File: src/design/ssrr_pkg.sv
package ssrr_pkg;

  localparam int MAX_DIGITS    = 4;
  localparam int SEGMENT_COUNT = 7;
  localparam int NUM_LIMIT     = 10000;

  localparam int NUM_W   = 14;
  localparam int CFG_W   = 10;
  localparam int POS_W   = 2;
  localparam int SEG_W   = 3;
  localparam int COORD_W = 13;
  localparam int SIZE_W  = 9;

  // constant reciprocals: x/3 = (x*171)>>9 for 8-bit x, x/10 = (x*6554)>>16 below 10000
  localparam int DIV3_RECIP   = 171;
  localparam int DIV3_SHIFT   = 9;
  localparam int DIV10_RECIP  = 6554;
  localparam int DIV10_SHIFT  = 16;

  typedef logic [2:0] cfg_idx_t;
  localparam cfg_idx_t CFG_ORIGIN_Y   = 3'd0;
  localparam cfg_idx_t CFG_ORIGIN_X   = 3'd1;
  localparam cfg_idx_t CFG_SEG_WIDTH  = 3'd2;
  localparam cfg_idx_t CFG_DIGIT_CNT  = 3'd3;
  localparam cfg_idx_t CFG_LINE_WIDTH = 3'd4;
  localparam cfg_idx_t CFG_KEEP_LW    = 3'd5;
  localparam cfg_idx_t CFG_GAP        = 3'd6;
  localparam cfg_idx_t CFG_KEEP_GAP   = 3'd7;

  typedef logic [SEG_W-1:0] seg_t;
  localparam seg_t SEG_TOP    = 3'd0;
  localparam seg_t SEG_UL     = 3'd1;
  localparam seg_t SEG_UR     = 3'd2;
  localparam seg_t SEG_MID    = 3'd3;
  localparam seg_t SEG_LL     = 3'd4;
  localparam seg_t SEG_LR     = 3'd5;
  localparam seg_t SEG_BOTTOM = 3'd6;

  typedef logic [2:0] step_t;
  localparam step_t STEP_IDLE  = 3'd0;
  localparam step_t STEP_DIV3  = 3'd1;
  localparam step_t STEP_GEOM  = 3'd2;
  localparam step_t STEP_PITCH = 3'd3;
  localparam step_t STEP_DIGQ  = 3'd4;
  localparam step_t STEP_DIGR  = 3'd5;
  localparam step_t STEP_EMIT  = 3'd6;

  typedef enum logic [1:0] {
    COND_NEXT  = 2'd0,
    COND_START = 2'd1,
    COND_DIGIT = 2'd2,
    COND_EMIT  = 2'd3
  } cond_t;

  typedef struct packed {
    logic  in_rdy;
    logic  ld_div3;
    logic  ld_geom;
    logic  ld_pitch;
    logic  dig_q;
    logic  dig_r;
    logic  emit;
    cond_t cond;
    step_t target;
  } ucode_t;

  typedef struct packed {
    logic start;
    logic dig_more;
    logic emit_stall;
    logic emit_final;
  } seq_sts_t;

  function automatic ucode_t ucode_rom(input step_t st);
    ucode_t w;
    w        = '0;
    w.cond   = COND_NEXT;
    w.target = STEP_IDLE;
    case (st)
      STEP_IDLE: begin
        w.in_rdy = 1'b1;
        w.cond   = COND_START;
      end
      STEP_DIV3:  w.ld_div3  = 1'b1;
      STEP_GEOM:  w.ld_geom  = 1'b1;
      STEP_PITCH: w.ld_pitch = 1'b1;
      STEP_DIGQ:  w.dig_q    = 1'b1;
      STEP_DIGR: begin
        w.dig_r  = 1'b1;
        w.cond   = COND_DIGIT;
        w.target = STEP_DIGQ;
      end
      STEP_EMIT: begin
        w.emit   = 1'b1;
        w.cond   = COND_EMIT;
        w.target = STEP_IDLE;
      end
      default: w.target = STEP_IDLE;
    endcase
    return w;
  endfunction

  // bit s set: segment s is dark for that digit
  function automatic logic [SEGMENT_COUNT-1:0] glyph_off(input logic [3:0] d);
    logic [SEGMENT_COUNT-1:0] g;
    case (d)
      4'd0:    g = 7'h08;
      4'd1:    g = 7'h5B;
      4'd2:    g = 7'h22;
      4'd3:    g = 7'h12;
      4'd4:    g = 7'h51;
      4'd5:    g = 7'h14;
      4'd6:    g = 7'h05;
      4'd7:    g = 7'h5A;
      4'd8:    g = 7'h00;
      4'd9:    g = 7'h50;
      default: g = 7'h00;
    endcase
    return g;
  endfunction

endpackage

File: src/design/ssrr_in_if.sv
interface ssrr_in_if;
  logic                          valid;
  logic                          ready;
  logic [ssrr_pkg::NUM_W-1:0]    number;

  modport source (output valid, output number, input ready);
  modport sink   (input valid, input number, output ready);
endinterface

File: src/design/ssrr_out_if.sv
interface ssrr_out_if;
  logic                                valid;
  logic                                ready;
  logic signed [ssrr_pkg::COORD_W-1:0] rect_y;
  logic signed [ssrr_pkg::COORD_W-1:0] rect_x;
  logic [ssrr_pkg::SIZE_W-1:0]         rect_w;
  logic [ssrr_pkg::SIZE_W-1:0]         rect_h;
  logic                                erase;
  logic [ssrr_pkg::POS_W-1:0]          digit_pos;
  logic [ssrr_pkg::SEG_W-1:0]          segment_index;
  logic                                last;

  modport source (output valid, output rect_y, output rect_x, output rect_w, output rect_h,
                  output erase, output digit_pos, output segment_index, output last,
                  input ready);
  modport sink   (input valid, input rect_y, input rect_x, input rect_w, input rect_h,
                  input erase, input digit_pos, input segment_index, input last,
                  output ready);
endinterface

File: src/design/seven_segment_rect_renderer.sv
// Draws a number of up to four decimal digits as seven-segment fill rectangles: one output
// beat per segment, 7 x min(digit_count, 4) beats in digit-then-segment order, the last
// one flagged. A number of 10000 or more, or a digit count of zero, is taken and gives no
// beats. Otherwise a small microcoded step sequencer runs the item: an accept step, three
// geometry set-up steps (stroke, gap and segment lengths through a constant-reciprocal
// multiply), a quotient and a remainder step per digit through the shared divide-by-ten
// unit, then one beat per cycle while the output is not stalled. The user must write
// configuration through cfg_we/cfg_index/cfg_data only while idle; the block does not enforce it.
module seven_segment_rect_renderer (
  input  logic                        clk,
  input  logic                        rst_n,
  input  logic                        cfg_we,
  input  logic [2:0]                  cfg_index,
  input  logic [ssrr_pkg::CFG_W-1:0]  cfg_data,
  ssrr_in_if.sink                     in_ch,
  ssrr_out_if.source                  out_ch
);

  // configuration
  logic [9:0] origin_y_r, origin_x_r;
  logic [7:0] seg_width_r, gap_cfg_r;
  logic [2:0] digit_count_r;
  logic [5:0] line_width_r;
  logic       keep_lw_r, keep_gap_r;

  always_ff @(posedge clk) begin
    if (!rst_n) begin
      origin_y_r    <= 10'd8;
      origin_x_r    <= 10'd8;
      seg_width_r   <= 8'd12;
      digit_count_r <= 3'd4;
      line_width_r  <= 6'd2;
      keep_lw_r     <= 1'b0;
      gap_cfg_r     <= 8'd6;
      keep_gap_r    <= 1'b0;
    end else if (cfg_we) begin
      case (cfg_index)
        ssrr_pkg::CFG_ORIGIN_Y:   origin_y_r    <= cfg_data;
        ssrr_pkg::CFG_ORIGIN_X:   origin_x_r    <= cfg_data;
        ssrr_pkg::CFG_SEG_WIDTH:  seg_width_r   <= cfg_data[7:0];
        ssrr_pkg::CFG_DIGIT_CNT:  digit_count_r <= cfg_data[2:0];
        ssrr_pkg::CFG_LINE_WIDTH: line_width_r  <= cfg_data[5:0];
        ssrr_pkg::CFG_KEEP_LW:    keep_lw_r     <= cfg_data[0];
        ssrr_pkg::CFG_GAP:        gap_cfg_r     <= cfg_data[7:0];
        ssrr_pkg::CFG_KEEP_GAP:   keep_gap_r    <= cfg_data[0];
        default: ;
      endcase
    end
  end

  // sequencer
  ssrr_pkg::ucode_t   ctrl;
  ssrr_pkg::seq_sts_t sts;

  ssrr_seq u_seq (
    .clk   (clk),
    .rst_n (rst_n),
    .sts   (sts),
    .ctrl  (ctrl)
  );

  // datapath registers
  logic [ssrr_pkg::NUM_W-1:0] num_r;
  logic [9:0]                 q_r;
  logic [3:0]                 digs_r [ssrr_pkg::MAX_DIGITS];
  logic [ssrr_pkg::POS_W-1:0] cnt_m1_r, dig_i_r, p_r;
  logic [ssrr_pkg::SEG_W-1:0] s_r;
  logic [6:0]                 sw3_r;
  logic [5:0]                 lw_r;
  logic [7:0]                 gp_r;
  logic [8:0]                 sh_r, swl_r, swl2_r, shlw_r;
  logic [9:0]                 pitch_r;
  logic [10:0]                x1lw_r, x2_r, x3_r;
  logic [11:0]                dy1_r;

  logic                       accept, reject, out_free, emit_fire, emit_final;
  logic [2:0]                 cnt_clamp;
  logic [15:0]                sw_prod;
  logic [26:0]                num_prod;
  logic [ssrr_pkg::NUM_W-1:0] q_ext, rem;
  logic [5:0]                 sw6, lw_pick;
  logic [ssrr_pkg::SEGMENT_COUNT-1:0] glyph;
  logic                       del;
  logic [10:0]                x1;
  logic [12:0]                y_off, ry, rx;
  logic [8:0]                 rw, rh;

  assign in_ch.ready = ctrl.in_rdy;
  assign accept      = in_ch.valid && ctrl.in_rdy;
  assign reject      = (in_ch.number >= 14'(ssrr_pkg::NUM_LIMIT)) || (digit_count_r == 3'd0);
  assign cnt_clamp   = (digit_count_r > 3'(ssrr_pkg::MAX_DIGITS)) ?
                       3'(ssrr_pkg::MAX_DIGITS) : digit_count_r;

  assign sw_prod  = 16'(seg_width_r) * 16'(ssrr_pkg::DIV3_RECIP);
  assign num_prod = 27'(num_r) * 27'(ssrr_pkg::DIV10_RECIP);
  assign q_ext    = 14'(q_r);
  assign rem      = num_r - (q_ext << 3) - (q_ext << 1);
  assign sw6      = 6'(sw3_r >> 1);
  assign lw_pick  = keep_lw_r ? line_width_r : sw6;

  assign out_free   = !out_ch.valid || out_ch.ready;
  assign emit_fire  = ctrl.emit && out_free;
  assign emit_final = (p_r == cnt_m1_r) && (s_r == ssrr_pkg::SEG_BOTTOM);

  assign sts.start      = accept && !reject;
  assign sts.dig_more   = dig_i_r != '0;
  assign sts.emit_stall = !out_free;
  assign sts.emit_final = emit_final;

  always_ff @(posedge clk) begin
    if (accept) begin
      num_r    <= in_ch.number;
      cnt_m1_r <= 2'(cnt_clamp - 3'd1);
      dig_i_r  <= 2'(cnt_clamp - 3'd1);
    end
    if (ctrl.ld_div3) sw3_r <= sw_prod[ssrr_pkg::DIV3_SHIFT +: 7];
    if (ctrl.ld_geom) begin
      lw_r <= (lw_pick == 6'd0) ? 6'd1 : lw_pick;
      gp_r <= keep_gap_r ? gap_cfg_r : {1'b0, seg_width_r[7:1]};
      sh_r <= 9'(seg_width_r) + 9'(sw3_r);
    end
    if (ctrl.ld_pitch) begin
      pitch_r <= 10'(seg_width_r) + 10'(lw_r) + 10'(gp_r);
      swl_r   <= 9'(seg_width_r) + 9'(lw_r);
      swl2_r  <= 9'(seg_width_r) + 9'({lw_r, 1'b0});
      shlw_r  <= sh_r + 9'(lw_r);
      x1lw_r  <= 11'(origin_x_r) + 11'(lw_r);
      x2_r    <= 11'(origin_x_r) + 11'(sh_r);
      x3_r    <= 11'(origin_x_r) + 11'({sh_r, 1'b0});
    end
    if (ctrl.dig_q) q_r <= num_prod[ssrr_pkg::DIV10_SHIFT +: 10];
    if (ctrl.dig_r) begin
      digs_r[dig_i_r] <= rem[3:0];
      num_r           <= q_ext;
      if (dig_i_r != '0) dig_i_r <= dig_i_r - 2'd1;
    end
  end

  // beat position and digit row start
  always_ff @(posedge clk) begin
    if (!rst_n) begin
      p_r <= '0;
      s_r <= ssrr_pkg::SEG_TOP;
    end else if (accept) begin
      p_r <= '0;
      s_r <= ssrr_pkg::SEG_TOP;
    end else if (emit_fire) begin
      if (s_r == ssrr_pkg::SEG_BOTTOM) begin
        s_r <= ssrr_pkg::SEG_TOP;
        p_r <= p_r + 2'd1;
      end else begin
        s_r <= s_r + 3'd1;
      end
    end
  end

  always_ff @(posedge clk) begin
    if (ctrl.ld_pitch) dy1_r <= 12'(origin_y_r);
    else if (emit_fire && (s_r == ssrr_pkg::SEG_BOTTOM)) dy1_r <= dy1_r + 12'(pitch_r);
  end

  // rectangle for the current segment
  assign glyph = ssrr_pkg::glyph_off(digs_r[p_r]);
  assign del   = glyph[s_r];
  assign x1    = 11'(origin_x_r);

  always_comb begin
    case (s_r)
      ssrr_pkg::SEG_TOP: begin
        y_off = 13'd0 - 13'(lw_r); rx = 13'(x1);   rw = swl2_r;    rh = 9'(lw_r);
      end
      ssrr_pkg::SEG_UL: begin
        y_off = 13'd0 - 13'(lw_r); rx = 13'(del ? x1lw_r : x1); rw = 9'(lw_r); rh = sh_r;
      end
      ssrr_pkg::SEG_UR: begin
        y_off = 13'(seg_width_r);  rx = 13'(del ? x1lw_r : x1); rw = 9'(lw_r); rh = sh_r;
      end
      ssrr_pkg::SEG_MID: begin
        y_off = 13'd0;             rx = 13'(x2_r); rw = swl_r;     rh = 9'(lw_r);
      end
      ssrr_pkg::SEG_LL: begin
        y_off = 13'd0 - 13'(lw_r); rx = 13'(x2_r); rw = 9'(lw_r);  rh = shlw_r;
      end
      ssrr_pkg::SEG_LR: begin
        y_off = 13'(seg_width_r);  rx = 13'(x2_r); rw = 9'(lw_r);  rh = shlw_r;
      end
      default: begin
        y_off = 13'd0 - 13'(lw_r); rx = 13'(x3_r); rw = swl_r;     rh = 9'(lw_r);
      end
    endcase
  end

  assign ry = 13'(dy1_r) + y_off;

  // output register
  logic       out_valid_r, out_erase_r, out_last_r;
  logic [12:0] out_y_r, out_x_r;
  logic [8:0]  out_w_r, out_h_r;
  logic [ssrr_pkg::POS_W-1:0] out_pos_r;
  logic [ssrr_pkg::SEG_W-1:0] out_seg_r;

  always_ff @(posedge clk) begin
    if (!rst_n) out_valid_r <= 1'b0;
    else if (emit_fire) out_valid_r <= 1'b1;
    else if (out_ch.ready) out_valid_r <= 1'b0;
  end

  always_ff @(posedge clk) begin
    if (emit_fire) begin
      out_y_r     <= ry;
      out_x_r     <= rx;
      out_w_r     <= rw;
      out_h_r     <= rh;
      out_erase_r <= del;
      out_pos_r   <= p_r;
      out_seg_r   <= s_r;
      out_last_r  <= emit_final;
    end
  end

  assign out_ch.valid         = out_valid_r;
  assign out_ch.rect_y        = $signed(out_y_r);
  assign out_ch.rect_x        = $signed(out_x_r);
  assign out_ch.rect_w        = out_w_r;
  assign out_ch.rect_h        = out_h_r;
  assign out_ch.erase         = out_erase_r;
  assign out_ch.digit_pos     = out_pos_r;
  assign out_ch.segment_index = out_seg_r;
  assign out_ch.last          = out_last_r;

  // the final beat hands control back to the accept step
  a_final_to_idle: assert property (@(posedge clk) disable iff (!rst_n)
    emit_fire && emit_final |=> ctrl.in_rdy)
    else $error("sequencer did not return to accept after final beat");

  // digits produced by the divider are always decimal
  a_digit_decimal: assert property (@(posedge clk) disable iff (!rst_n)
    ctrl.emit |-> (digs_r[p_r] <= 4'd9))
    else $error("stored digit out of range");

  // the flagged beat closes a digit
  a_last_on_bottom: assert property (@(posedge clk) disable iff (!rst_n)
    out_valid_r && out_last_r |-> (out_seg_r == ssrr_pkg::SEG_BOTTOM))
    else $error("last beat is not a bottom segment");

  // no beat is produced while a new number can be taken
  a_no_emit_idle: assert property (@(posedge clk) disable iff (!rst_n)
    ctrl.in_rdy |=> !$rose(out_valid_r) || $past(emit_fire))
    else $error("beat raised without an emit step");

endmodule

File: src/design/ssrr_seq.sv
module ssrr_seq (
  input  logic               clk,
  input  logic               rst_n,
  input  ssrr_pkg::seq_sts_t sts,
  output ssrr_pkg::ucode_t   ctrl
);

  ssrr_pkg::step_t step_r;
  ssrr_pkg::step_t step_nxt;
  ssrr_pkg::step_t step_inc;

  assign ctrl     = ssrr_pkg::ucode_rom(step_r);
  assign step_inc = step_r + 3'd1;

  always_comb begin
    case (ctrl.cond)
      ssrr_pkg::COND_NEXT:  step_nxt = step_inc;
      ssrr_pkg::COND_START: step_nxt = sts.start ? step_inc : step_r;
      ssrr_pkg::COND_DIGIT: step_nxt = sts.dig_more ? ctrl.target : step_inc;
      ssrr_pkg::COND_EMIT: begin
        if (sts.emit_stall) step_nxt = step_r;
        else if (sts.emit_final) step_nxt = ctrl.target;
        else step_nxt = step_r;
      end
      default: step_nxt = ssrr_pkg::STEP_IDLE;
    endcase
  end

  always_ff @(posedge clk) begin
    if (!rst_n) step_r <= ssrr_pkg::STEP_IDLE;
    else step_r <= step_nxt;
  end

endmodule

File: src/flat_wrapper.sv
// flat-port wrapper written by rule: the top's interface ports become plain ports
module seven_segment_rect_renderer_flat 
  (clk, rst_n, cfg_we, cfg_index, cfg_data, in_ch_valid, in_ch_number, in_ch_ready, out_ch_valid, out_ch_rect_y, out_ch_rect_x, out_ch_rect_w, out_ch_rect_h, out_ch_erase, out_ch_digit_pos, out_ch_segment_index, out_ch_last, out_ch_ready);
  ssrr_in_if in_ch_i ();
  ssrr_out_if out_ch_i ();
  input  logic clk;
  input  logic rst_n;
  input  logic cfg_we;
  input  logic [2:0] cfg_index;
  input  logic [ssrr_pkg::CFG_W-1:0] cfg_data;
  input wire logic [$bits(in_ch_i.valid)-1:0] in_ch_valid;
  input wire logic [$bits(in_ch_i.number)-1:0] in_ch_number;
  output wire logic [$bits(in_ch_i.ready)-1:0] in_ch_ready;
  output wire logic [$bits(out_ch_i.valid)-1:0] out_ch_valid;
  output wire logic [$bits(out_ch_i.rect_y)-1:0] out_ch_rect_y;
  output wire logic [$bits(out_ch_i.rect_x)-1:0] out_ch_rect_x;
  output wire logic [$bits(out_ch_i.rect_w)-1:0] out_ch_rect_w;
  output wire logic [$bits(out_ch_i.rect_h)-1:0] out_ch_rect_h;
  output wire logic [$bits(out_ch_i.erase)-1:0] out_ch_erase;
  output wire logic [$bits(out_ch_i.digit_pos)-1:0] out_ch_digit_pos;
  output wire logic [$bits(out_ch_i.segment_index)-1:0] out_ch_segment_index;
  output wire logic [$bits(out_ch_i.last)-1:0] out_ch_last;
  input wire logic [$bits(out_ch_i.ready)-1:0] out_ch_ready;
  assign in_ch_i.valid = in_ch_valid;
  assign in_ch_i.number = in_ch_number;
  assign in_ch_ready = in_ch_i.ready;
  assign out_ch_valid = out_ch_i.valid;
  assign out_ch_rect_y = out_ch_i.rect_y;
  assign out_ch_rect_x = out_ch_i.rect_x;
  assign out_ch_rect_w = out_ch_i.rect_w;
  assign out_ch_rect_h = out_ch_i.rect_h;
  assign out_ch_erase = out_ch_i.erase;
  assign out_ch_digit_pos = out_ch_i.digit_pos;
  assign out_ch_segment_index = out_ch_i.segment_index;
  assign out_ch_last = out_ch_i.last;
  assign out_ch_i.ready = out_ch_ready;
  seven_segment_rect_renderer u_core (.clk(clk), .rst_n(rst_n), .cfg_we(cfg_we), .cfg_index(cfg_index), .cfg_data(cfg_data), .in_ch(in_ch_i), .out_ch(out_ch_i));
endmodule
File: config.mk
export PLATFORM = sky130hd
export DESIGN_NAME = seven_segment_rect_renderer_flat
export DESIGN_NICKNAME = d
export VERILOG_FILES = /design/src/design/ssrr_pkg.sv /design/src/design/ssrr_in_if.sv /design/src/design/ssrr_out_if.sv /design/src/design/seven_segment_rect_renderer.sv /design/src/design/ssrr_seq.sv /design/src/flat_wrapper.sv
export SDC_FILE = /design/constraint.sdc
export NUM_CORES = 1
export LEC_CHECK = 0
export BUFFER_PORTS_ARGS = -buffer_cell sky130_fd_sc_hd__buf_2
export CORE_ASPECT_RATIO = 1.1
export CORE_MARGIN = 8
export CORE_UTILIZATION = 40
export CTS_BUF_LIST = sky130_fd_sc_hd__clkbuf_8
export DETAILED_ROUTE_END_ITERATION = 10
export GPL_ROUTABILITY_DRIVEN = 0
export REMOVE_ABC_BUFFERS = 1
export SLEW_MARGIN = 20
export SYNTH_ARGS = -nofsm -noshare
export SYNTH_HDL_FRONTEND = slang
export SYNTH_HIERARCHICAL = 1
export SYNTH_SLANG_ARGS = --single-unit
export TNS_END_PERCENT = 20
File: constraint.sdc
create_clock -name clk -period 4.85 [get_ports clk]
set_input_delay 1.2125 -clock clk [delete_from_list [all_inputs] [get_ports clk]]
set_output_delay 1.2125 -clock clk [all_outputs]
set_load 0.05 [all_outputs]
# Word-level counts from Yosys, hierarchy flattened
# Memories as Yosys holds them, arrays and structs flattened. A register that Yosys moved wholly into a read port is not among the register bits.
# Index checks and enable logic that the tools add are counted.
word_totals:
  regBits: 247
  latchBits: 0
  ramBits: 16
  romBits: 112
  inputBits: 32
  n_memories: 2
op_classes:
  add_sub_neg: 19
  multipliers: 2
  div: 0
  magnitude_cmp: 3
  n_eq_ne: 26
  n_shift: 0
  muxes: 38
  n_bitwise: 1
  reduce_logical: 35
mem_list:
  columns: ["memory", "words", "width", "read_ports", "rd_ports_with_merged_regs", "write_ports", "line", "rtl"]
  rows:
  - ["(name not given)", 16, 7, 1, 0, 0, "ssrr_pkg.sv:106", "case (d)"]
  - ["u_core.digs_r", 4, 4, 1, 1, 1, "seven_segment_rect_renderer.sv:65", "logic [3:0] digs_r [ssrr_pkg::MAX_DIGITS];"]
ops:
  columns: ["op", "count"]
  rows:
  - ["10-bit 2-to-1 mux", 4]
  - ["13-bit case mux with 3 select lines", 1]
  - ["9-bit case mux with 2 select lines", 2]
  - ["3-bit equality test, second input constant", 10]
  - ["13-bit case mux with 2 select lines", 1]
  - ["14-bit by 12-bit multiplier with 25-bit output, second input constant", 1]
  - ["8-bit by 6-bit adder with 9-bit output", 2]
  - ["8-bit by 7-bit adder with 9-bit output", 2]
  - ["3-bit by 2-bit equality test with 1-bit output, second input constant", 6]
  - ["3-bit 2-to-1 mux", 6]
  - ["2-bit AND reduction", 9]
  - ["8-bit by 8-bit multiplier with 16-bit output, second input constant", 1]
  - ["14-bit greater-or-equal comparator, second input constant", 1]
  - ["12-bit by 13-bit adder with 13-bit output", 1]
  - ["12-bit by 10-bit adder with 12-bit output", 1]
  - ["3-bit logical NOT", 4]
  - ["1-bit 2-to-1 mux", 12]
  - ["2-bit 2-to-1 mux", 6]
  - ["3-bit case mux with 4 select lines", 1]
  - ["10-bit by 10-bit adder with 11-bit output", 1]
  - ["10-bit by 6-bit adder with 11-bit output", 1]
  - ["10-bit by 9-bit adder with 11-bit output", 1]
  - ["11-bit 2-to-1 mux", 1]
  - ["10-bit by 8-bit adder with 10-bit output", 1]
  - ["29 further kinds", 48]

# Depth between registers and ports, before layout
# Gate-level depths: netlist (run 1).
depth:
  depth_word: 6
  depth_mapped: 19
  ltp_nobuf: 19

# By module
# Netlist (run 1), hierarchy kept.
modules_own_cells:
  columns: ["mod", "instances", "cells_per_inst", "area_per_inst_um2"]
  rows:
  - ["seven_segment_rect_renderer", 1, 1624, 17570.6]
  - ["ssrr_seq", 1, 42, 340.3]

# Worst setup path after synthesis (run 1)
# OpenSTA, ideal clock, no wires.
synth_timing:
  kind: "flip-flop to flip-flop"
  start: "reg u_core/num_r[3] (netlist bit)"
  end: "reg u_core.q_r[9], data pin"
  arrival_time_ns: 4.713
  slack_ns: 0.000
  path_stages_with_launch: 18
  period_less_slack_ns: 4.850
  cell_sequence: "edfxtp_1 > ha_1 > inv_1 > fa_1 > inv_1 > fa_1 > fa_1 > inv_1 > fa_1 > inv_1 > ha_1 > o21a_1 > o2111ai_1 > nor2_1 > a22oi_1 > a21oi_1 > or4_1 > nand4_1"
synth_via:
  elab_chain_cells: 1
synth_lines:
  columns: ["element", "line", "rtl"]
  rows:
  - ["from (decl)", "seven_segment_rect_renderer.sv:63", "logic [ssrr_pkg::NUM_W-1:0] num_r;"]
  - ["from (signal assigned)", "seven_segment_rect_renderer.sv:112", "num_r <= in_ch.number;"]
  - ["from (signal assigned)", "seven_segment_rect_renderer.sv:134", "num_r <= q_ext;"]
  - ["14-bit by 12-bit multiplier with 25-bit output", "seven_segment_rect_renderer.sv:95", "assign num_prod = 27'(num_r) * 27'(ssrr_pkg::DIV10_RECIP);"]
  - ["named net u_core.num_prod[25]", "seven_segment_rect_renderer.sv:79", "logic [26:0] num_prod;"]
  - ["to (signal assigned)", "seven_segment_rect_renderer.sv:131", "if (ctrl.dig_q) q_r <= num_prod[ssrr_pkg::DIV10_SHIFT +: 10];"]
  - ["to (decl)", "seven_segment_rect_renderer.sv:64", "logic [9:0] q_r;"]
# The timed path passes the listed nets, and every way through them passes these cells.
# A chain may end at the register's enable or synchronous reset.

# Worst setup path after layout (run 1)
layout_timing:
  start: "reg u_core/num_r[1] (netlist bit)"
  end: "reg u_core.q_r[9], data pin"
# Same word-level chain as after synthesis.

==> results of run 1 <==
==> power groups by stage <==
stage / Sequential [µW] / Combinational [µW] / Clock [µW]
floorplan: 3440 / 6930 / 0
global route: 3480 / 12200 / 2110
finish: 3460 / 10700 / 1940
global placement: 3490 / 9320 / 0
detailed placement: 3490 / 9620 / 0
CTS: 3450 / 10600 / 2020
==> sequential cells by signal, summed over array words and instances, names as in the netlist, 11 cells and up, named ones only <==
name and flops:
u_core/out_ch.rect_x 11, u_core/dy1_r 12, u_core/x2_r 11, u_core/x3_r 11
u_core/digs_r 16, u_core/out_ch.rect_y 13, u_core/num_r 14, u_core/x1lw_r 11
==> placed cells by master, fill, tap and decap left out, types with 35 or more instances in the layout <==
| cell type | count |
|---|---|
| ha_1 | 214 |
| inv_1 | 208 |
| edfxtp_1 | 197 |
| nand2_1 | 162 |
| buf_2 | 82 |
| fa_1 | 74 |
| a21oi_1 | 70 |
| o21ai_0 | 65 |
| dfxtp_1 | 65 |
| xnor2_1 | 64 |
| nor2_1 | 55 |
| buf_4 | 55 |
| clkbuf_8 | 52 |
| nor2b_1 | 39 |
| xor2_1 | 39 |
| a21boi_0 | 35 |
==> layout make-up <==
cell class              instances  area, µm²
flip-flops and latches        263       7238
clock inverters                30      146.4
diodes                          2      5.005
inverters                     208      782.0
well taps                     581      726.9
multi-input cells            1149       9898
clock buffers                  52      715.7
repair buffers                140      857.1
fillers                      4126      23920
==> routing by layer <==
layer  wire, µm  up-vias  track usage [%]
li1           -     6116                -
met1      18370     5984            20.14
met2      20650      246            28.27
met3       1946       79            3.115
met4       1288        2            6.090
met5         10        -                0
==> path summary, 6_finish.rpt <==
kind                                            to  slack, ns  cells after the start
setup / recovery           u_core/q_r[9]$_DFFE_PP_       0.05                     19
hold / removal    u_core/gap_cfg_r[7]$_SDFFE_PN0P_       0.46                      2
setup reg to reg           u_core/q_r[9]$_DFFE_PP_       0.05                     19
hold reg to reg   u_core/gap_cfg_r[7]$_SDFFE_PN0P_       0.46                      2
==> worst max-delay path, stage by stage (launching register included) <==
cell and delay [ns]:
edfxtp_1 0.45, buf_4 0.18, ha_1 0.20, xor2_1 0.17, ha_1 0.19, a21o_1 0.17
fa_1 0.51, fa_1 0.54, inv_2 0.04, fa_1 0.49, inv_2 0.05, ha_4 0.21
a211o_1 0.26, a21oi_2 0.16, o21ai_2 0.08, a22oi_1 0.14, buf_4 0.17, a21oi_4 0.06
or4_4 0.48, nand4_1 0.09
==> through the flow <==
stage,worst slack (ns),setup TNS [ns],hold slack [ns],std cells,total power (µW)
global route,-0.1356,-0.1835,0.4957,2424,17820
detailed placement,-0.2474,-0.5418,0.4552,2330,13110
global placement,-0.1083,-0.1610,0.4501,2330,12810
floorplan,0.0001554,0,0.4331,1620,10370
finish,0.04962,0,0.4620,2425,16120
CTS,-0.01990,-0.01990,0.4670,2420,16120
==> timing repair <==
item,in CTS,in global routing
endpoints found under the setup margin,5,5
setup buffers,8,3
gates resized for setup,25,11
pin swaps,33,15
==> run summary, run 1 <==
Final hold violations: 0
Vias in the first global route: 12810
Worst R2R Start: u_core/num_r[1]$_DFFE_PP_
DR WL/cell: 17.43 µm
Logic pwr share: 66.5%
Io pins: 85
Min-delay src: u_core/gap_cfg_r[7]$_SDFFE_PN0P_
Initial cell density of the core: 40.38%
Vias/cell: 5.125
NetSw: 6919 µW
Buffer type at the clock tree root: clkbuf_8
Crit-path max FO: 4
Power Internal: 9202 µW
DIE AREA: 51740 µm²
CP startpoint: u_core/num_r[1]$_DFFE_PP_
Core Util, Final: 45.99%
DP HPWL: 32.21 mm
Startpoint types: register
Std cell rows: 81
Cell Pwr Density: 791.4 nW/µm²
Routed Antenna Nets: 0
Die Y: 237.8 µm
Final wirelength: 42.26 mm
Largest net degree at the start of global routing: 78
Outcome: finished, final reports clean
Worst EP required: 5.34 ns
Drt pass-1 iters: 5
IO Port Bufs: 82
Residual DRC: 0
Initial DRC count: 537
Layout Area Growth over Synthesis: 13.90%
Tot GR Track Use: 16.40%
CTS H-tree depth: 2
Final setup viols: 0
Sw Share: 42.92%
Layout cells sized above 1: 14.60%
Max-cap viol count: 0
Number of synthesis warnings: 6
Post-layout instance area: 20370 µm²
Area of the mapped netlist: 17880 µm²
Slew @ Worst Pin: 1.127 ns
Clk pwr share: 12.0%
Cells after Synth: 1661
Clk slew on worst S/H paths: 0.07 ns
CTS max path bufs: 3
Antenna violations before repair: 4
Critical path type: reg -> reg
Post-route clock period utilization: 98.98%
Static Leak: 0.008761 µW
First-pass GRT wire length: 67.45 mm
Worst-Skew Late Latency: 0.62 ns
Die W: 217.6 µm
Post-layout min period: 4.800 ns
Nets: 2142
Seq pwr share: 21.5%
Post-Syn Area per Cell: 10.77 µm²
TritonCTS Buffers: 47
Core outline area: 44290 µm²
Worst Path Arrival: 5.29 ns
Max rail drop VDD: 2336 µV
Fin Clk Skew: 0.03848 ns
Relative slew slack: 24.60%
Placed Area: 19210 µm²
Hold buffer count at CTS: 0
Hold Crit Class: reg -> reg
Fin. max-slew vios: 0
CTS tree: built
RSZ-0062 raised after global routing: true
TritonCTS sink count: 263
Max frequency: 208.3 MHz
Overflow after GRT: 0
Critical Path Sink Type: register
Vias: 12430
Note: power is estimated with default switching activity, not from simulation.
==> inputs of run 2 (changes only) <==
PLACE_DENSITY_LB_ADDON = 0.3   (was not set)
==> run summary, run 2 (synthesis gave the netlist of run 1 again) <==
Drt pass-1 iters: 5
Core Util, Final: 46.28%
Vias in the first global route: 12660
Critical Path Sink Type: register
Relative slew slack: 29.53%
Cell Pwr Density: 798.8 nW/µm²
CTS H-tree depth: 2
Max rail drop VDD: 1875 µV
Worst-Skew Late Latency: 0.60 ns
Placed Area: 19210 µm²
Sw Share: 42.39%
Seq pwr share: 21.1%
CTS tree: built
TritonCTS sink count: 263
Startpoint types: register
Antenna violations before repair: 4
Worst R2R Path Depth: 16
Fin. max-slew vios: 0
Final hold violations: 0
Post-layout instance area: 20500 µm²
Routed Antenna Nets: 0
Core outline area: 44290 µm²
Reg2reg setup slack: 0.06 ns
Min-delay src: u_core/gap_cfg_r[7]$_SDFFE_PN0P_
Largest net degree at the start of global routing: 69
DR WL/cell: 17.14 µm
Worst R2R Start: u_core/num_r[1]$_DFFE_PP_
Nets: 2142
Max reg flops: 16
Buffer type at the clock tree root: clkbuf_8
RSZ-0062 raised after global routing: true
Post-route clock period utilization: 98.86%
Die W: 217.6 µm
Tot GR Track Use: 16.07%
Die Y: 237.8 µm
Outcome: finished, final reports clean
CTS max path bufs: 3
Most common cell after layout, fill and taps aside: ha_1
Hold Path End: u_core/gap_cfg_r[7]$_SDFFE_PN0P_
Vias: 12400
Most frequent cells in the layout: ha_1 (213), inv_1 (208), edfxtp_1 (197)
Initial cell density of the core: 40.38%
Clk pwr share: 13.1%
Overflow after GRT: 0
Fin Clk Skew: 0.03159 ns
Max-cap viol count: 0
Slew @ Worst Pin: 1.053 ns
IO Port Bufs: 82
Hold Crit Class: reg -> reg
NetSw: 6940 µW
Crit-path max FO: 4
Residual DRC: 0
Largest reg by FF count: u_core/digs_r
Hold buffer count at CTS: 0
Worst EP required: 5.32 ns
Logic pwr share: 65.8%
First-pass GRT wire length: 66.58 mm
Max frequency: 208.6 MHz
Critical path type: reg -> reg
Worst Path Arrival: 5.26 ns
TritonCTS Buffers: 48
Final setup viols: 0
Clk slew on worst S/H paths: 0.06 ns
Final wirelength: 41.62 mm
Power Internal: 9433 µW
Std cell rows: 81
R2R Path End: u_core/q_r[9]$_DFFE_PP_
DIE AREA: 51740 µm²
Hold Path Cell Cnt: 2
DP HPWL: 32.03 mm
Io pins: 85
Post-layout min period: 4.795 ns
Static Leak: 0.008820 µW
Initial DRC count: 596
Layout Area Growth over Synthesis: 14.62%
Layout cells sized above 1: 15.06%
Vias/cell: 5.105
[run 2: cell types whose count changed in the layout (fill, tap and decap cells not counted), moves of 2 or more]
cell,delta
buf_4,-2
bufinv_16,+3
clkbuf_8,+4
clkinv_2,+2
ha_2,+2
nand3_1,-2
nand3_2,+2
xor2_1,-2
xor2_2,+2
[run 2: worst max-delay path by stage]
stage	startpoint	to	slack (ns)	cells past startpoint
floorplan	u_core/num_r[3]$_DFFE_PP_	u_core/q_r[9]$_DFFE_PP_	0.0002	17
global placement	u_core/num_r[3]$_DFFE_PP_	u_core/q_r[9]$_DFFE_PP_	-0.10	18
detailed placement	u_core/num_r[3]$_DFFE_PP_	u_core/q_r[9]$_DFFE_PP_	-0.28	18
CTS	u_core/num_r[4]$_DFFE_PP_	u_core/q_r[9]$_DFFE_PP_	-0.05	18
global route	u_core/num_r[1]$_DFFE_PP_	u_core/q_r[9]$_DFFE_PP_	-0.08	16
finish	u_core/num_r[1]$_DFFE_PP_	u_core/q_r[9]$_DFFE_PP_	0.06	16
[run 2: power groups by stage]
stage          logic, µW  registers, µW  clock network, µW
5_1_grt            12200           3470               2310
4_1_cts            10500           3450               2230
3_3_place_gp        9400           3480                  0
6_report           10800           3450               2150
3_5_place_dp        9820           3490                  0
2_1_floorplan       6930           3440                  0
[run 2: routing by layer]
| layer | track usage [%] | up-vias | routed length (µm) |
|---|---|---|---|
| li1 | - | 6105 | - |
| met1 | 20.05 | 6007 | 18310 |
| met2 | 27.38 | 218 | 20110 |
| met3 | 2.873 | 67 | 1868 |
| met4 | 6.069 | 2 | 1325 |
| met5 | 0 | - | 12 |
[run 2: metrics by stage]
stage | TNS [ns] | power (µW) | instances | setup slack, ns | hold WS, ns
2_1_floorplan | 0 | 10370 | 1620 | 0.0001554 | 0.4331
3_3_place_gp | -0.1553 | 12890 | 2331 | -0.1033 | 0.4502
3_5_place_dp | -0.6802 | 13310 | 2331 | -0.2837 | 0.4551
4_1_cts | -0.04992 | 16220 | 2426 | -0.04992 | 0.4623
5_1_grt | -0.1360 | 18030 | 2428 | -0.08332 | 0.4861
6_report | 0 | 16370 | 2429 | 0.05513 | 0.4556
[run 2: critical path: stages (launching register included)]
cell and delay, ns:
edfxtp_1 0.49, ha_4 0.33, xor2_2 0.15, ha_2 0.30
fa_1 0.49, fa_1 0.51, inv_1 0.06, fa_1 0.52
inv_1 0.04, ha_1 0.28, and2_1 0.14, a211o_1 0.33
a22oi_2 0.21, buf_4 0.16, a21oi_4 0.05, or4_1 0.49
nand4_1 0.09
[run 2: cell type report]
type,instances,area (µm²)
Antenna cell,2,5.005
Clock buffer,56,770.7
Tap cell,581,726.9
Timing Repair Buffer,139,853.3
Fill cell,4144,23790
Clock inverter,31,210.2
Multi-Input combinational cell,1149,9911
Inverter,208,782.0
Sequential cell,263,7238
[run 2: repair_timing]
| action | CTS | global route |
|---|---|---|
| buffers inserted | 8 | 3 |
| pin swaps | 27 | 29 |
| setup endpoints to repair | 5 | 7 |
| gates resized for setup | 22 | 18 |
==> inputs of run 3 (changes only) <==
CORE_ASPECT_RATIO = 0.8   (was 1.1)
==> run summary, run 3 (synthesis gave the netlist of run 1 again) <==
Met2 Usage GRT: 25.62%
Busiest grt layer: met2
TritonCTS Buffers: 47
Outcome: finished, final reports clean
Fin. max-slew vios: 0
Post-layout min period: 4.765 ns
Vias in the first global route: 12620
CP startpoint: u_core/num_r[4]$_DFFE_PP_
Worst EP required: 5.34 ns
Largest reg by FF count: u_core/digs_r
Core Util, Final: 46.30%
Fin Clk Skew: 0.03785 ns
Critical path type: reg -> reg
Crit-path max FO: 3
Tot GR Track Use: 16.58%
Max-cap viol count: 0
Residual DRC: 0
Std cell rows: 69
Post-layout instance area: 20500 µm²
Nets: 2142
IO Port Bufs: 82
Max frequency: 209.8 MHz
First-pass GRT wire length: 68.35 mm
CP Capture Point: u_core/q_r[9]$_DFFE_PP_
Antenna violations before repair: 1
Max reg flops: 16
Startpoint types: register
R2R Path End: u_core/q_r[9]$_DFFE_PP_
Clk slew on worst S/H paths: 0.07 ns
Final setup viols: 0
Relative slew slack: 34.32%
Buffer type at the clock tree root: clkbuf_8
DP HPWL: 32.05 mm
Global Route met1 Usage: 23.44%
Die W: 252.4 µm
Final hold violations: 0
Final wirelength: 42.48 mm
Layout Area Growth over Synthesis: 14.66%
TritonCTS sink count: 263
Hold buffer count at CTS: 0
Vias: 12480
Most frequent cells in the layout: ha_1 (215), inv_1 (209), edfxtp_1 (197)
Diodes inserted: 0
Largest net degree at the start of global routing: 71
RSZ-0062 raised after global routing: true
CTS H-tree depth: 2
Overflow after GRT: 0
Routed Antenna Nets: 0
Io pins: 85
Worst R2R Path Depth: 18
Layout cells sized above 1: 14.83%
CTS max path bufs: 3
Critical Path Sink Type: register
Core outline area: 44290 µm²
Most common cell after layout, fill and taps aside: ha_1
Worst-Skew Late Latency: 0.62 ns
Vias/cell: 5.093
Grt met3 use: 2.916%
DR WL/cell: 17.34 µm
Drt pass-1 iters: 5
Initial cell density of the core: 40.38%
CTS tree: built
Worst R2R Start: u_core/num_r[4]$_DFFE_PP_
DIE AREA: 51770 µm²
Reg2reg setup slack: 0.08 ns
Placed Area: 19240 µm²
Initial DRC count: 811
Slew @ Worst Pin: 0.9816 ns
Post-route clock period utilization: 98.25%
Die Y: 205.1 µm
Worst Path Arrival: 5.25 ns
Hold Crit Class: reg -> reg
[run 3: how the worst min path moves through the flow]
stage | depth (start not counted) | end | slack, ns | start
finish | 2 | u_core/gap_cfg_r[7]$_SDFFE_PN0P_ | 0.46 | u_core/gap_cfg_r[7]$_SDFFE_PN0P_
CTS | 2 | u_core/gap_cfg_r[7]$_SDFFE_PN0P_ | 0.47 | u_core/gap_cfg_r[7]$_SDFFE_PN0P_
detailed placement | 2 | u_core/gap_cfg_r[7]$_SDFFE_PN0P_ | 0.46 | u_core/gap_cfg_r[7]$_SDFFE_PN0P_
global placement | 2 | u_core/gap_cfg_r[2]$_SDFFE_PN1P_ | 0.45 | u_core/gap_cfg_r[2]$_SDFFE_PN1P_
global route | 2 | u_core/origin_y_r[4]$_SDFFE_PN0P_ | 0.49 | u_core/origin_y_r[4]$_SDFFE_PN0P_
floorplan | 2 | u_core/gap_cfg_r[2]$_SDFFE_PN1P_ | 0.43 | u_core/gap_cfg_r[2]$_SDFFE_PN1P_
[run 3: through the flow]
stage / TNS, ns / setup slack [ns] / instances / hold slack [ns]
after floorplan: 0 / 0.0001554 / 1620 / 0.4331
after global placement: -0.1536 / -0.1536 / 2353 / 0.4478
after detailed placement: -0.3945 / -0.2949 / 2353 / 0.4579
after CTS: 0 / 0.003310 / 2448 / 0.4660
after global routing: -0.1703 / -0.07753 / 2450 / 0.4920
final: 0 / 0.08467 / 2450 / 0.4634
[run 3: critical path, cell delays in order (launching register included)]
cell	delay, ns
edfxtp_1	0.49
ha_4	0.29
buf_4	0.13
buf_4	0.12
ha_1	0.27
inv_1	0.05
fa_1	0.52
inv_2	0.04
fa_1	0.53
inv_1	0.06
fa_1	0.53
inv_1	0.06
ha_4	0.14
and2_1	0.14
a211o_1	0.36
a22oi_2	0.24
a21oi_2	0.09
or4_1	0.48
nand4_1	0.09
[run 3: area by class of cell]
cell class                      instances  area [µm²]
Clock buffer                           50       688.2
Clock inverter                         37       295.3
Fill cell                            4065       23780
Inverter                              208       782.0
Multi-Input combinational cell       1149        9886
Sequential cell                       263        7238
Tap cell                              603       754.5
Timing Repair Buffer                  140       860.8
[run 3: what timing repair did]
item / 4_1_cts / 5_1_grt
pin swaps: 24 / 31
setup buffers: 8 / 2
setup endpoints to repair: 5 / 9
gates resized for setup: 12 / 26
gates cloned: 0 / 0
[run 3: routing by layer]
metal	wire length (µm)	up-vias
met5	11	-
met4	945	2
met1	20750	6044
met3	2312	66
met2	18460	250
li1	-	6117
Power of run 3 is not shown: default switching activity piles up to over one toggle a cycle in this logic, so the estimate is an artifact.
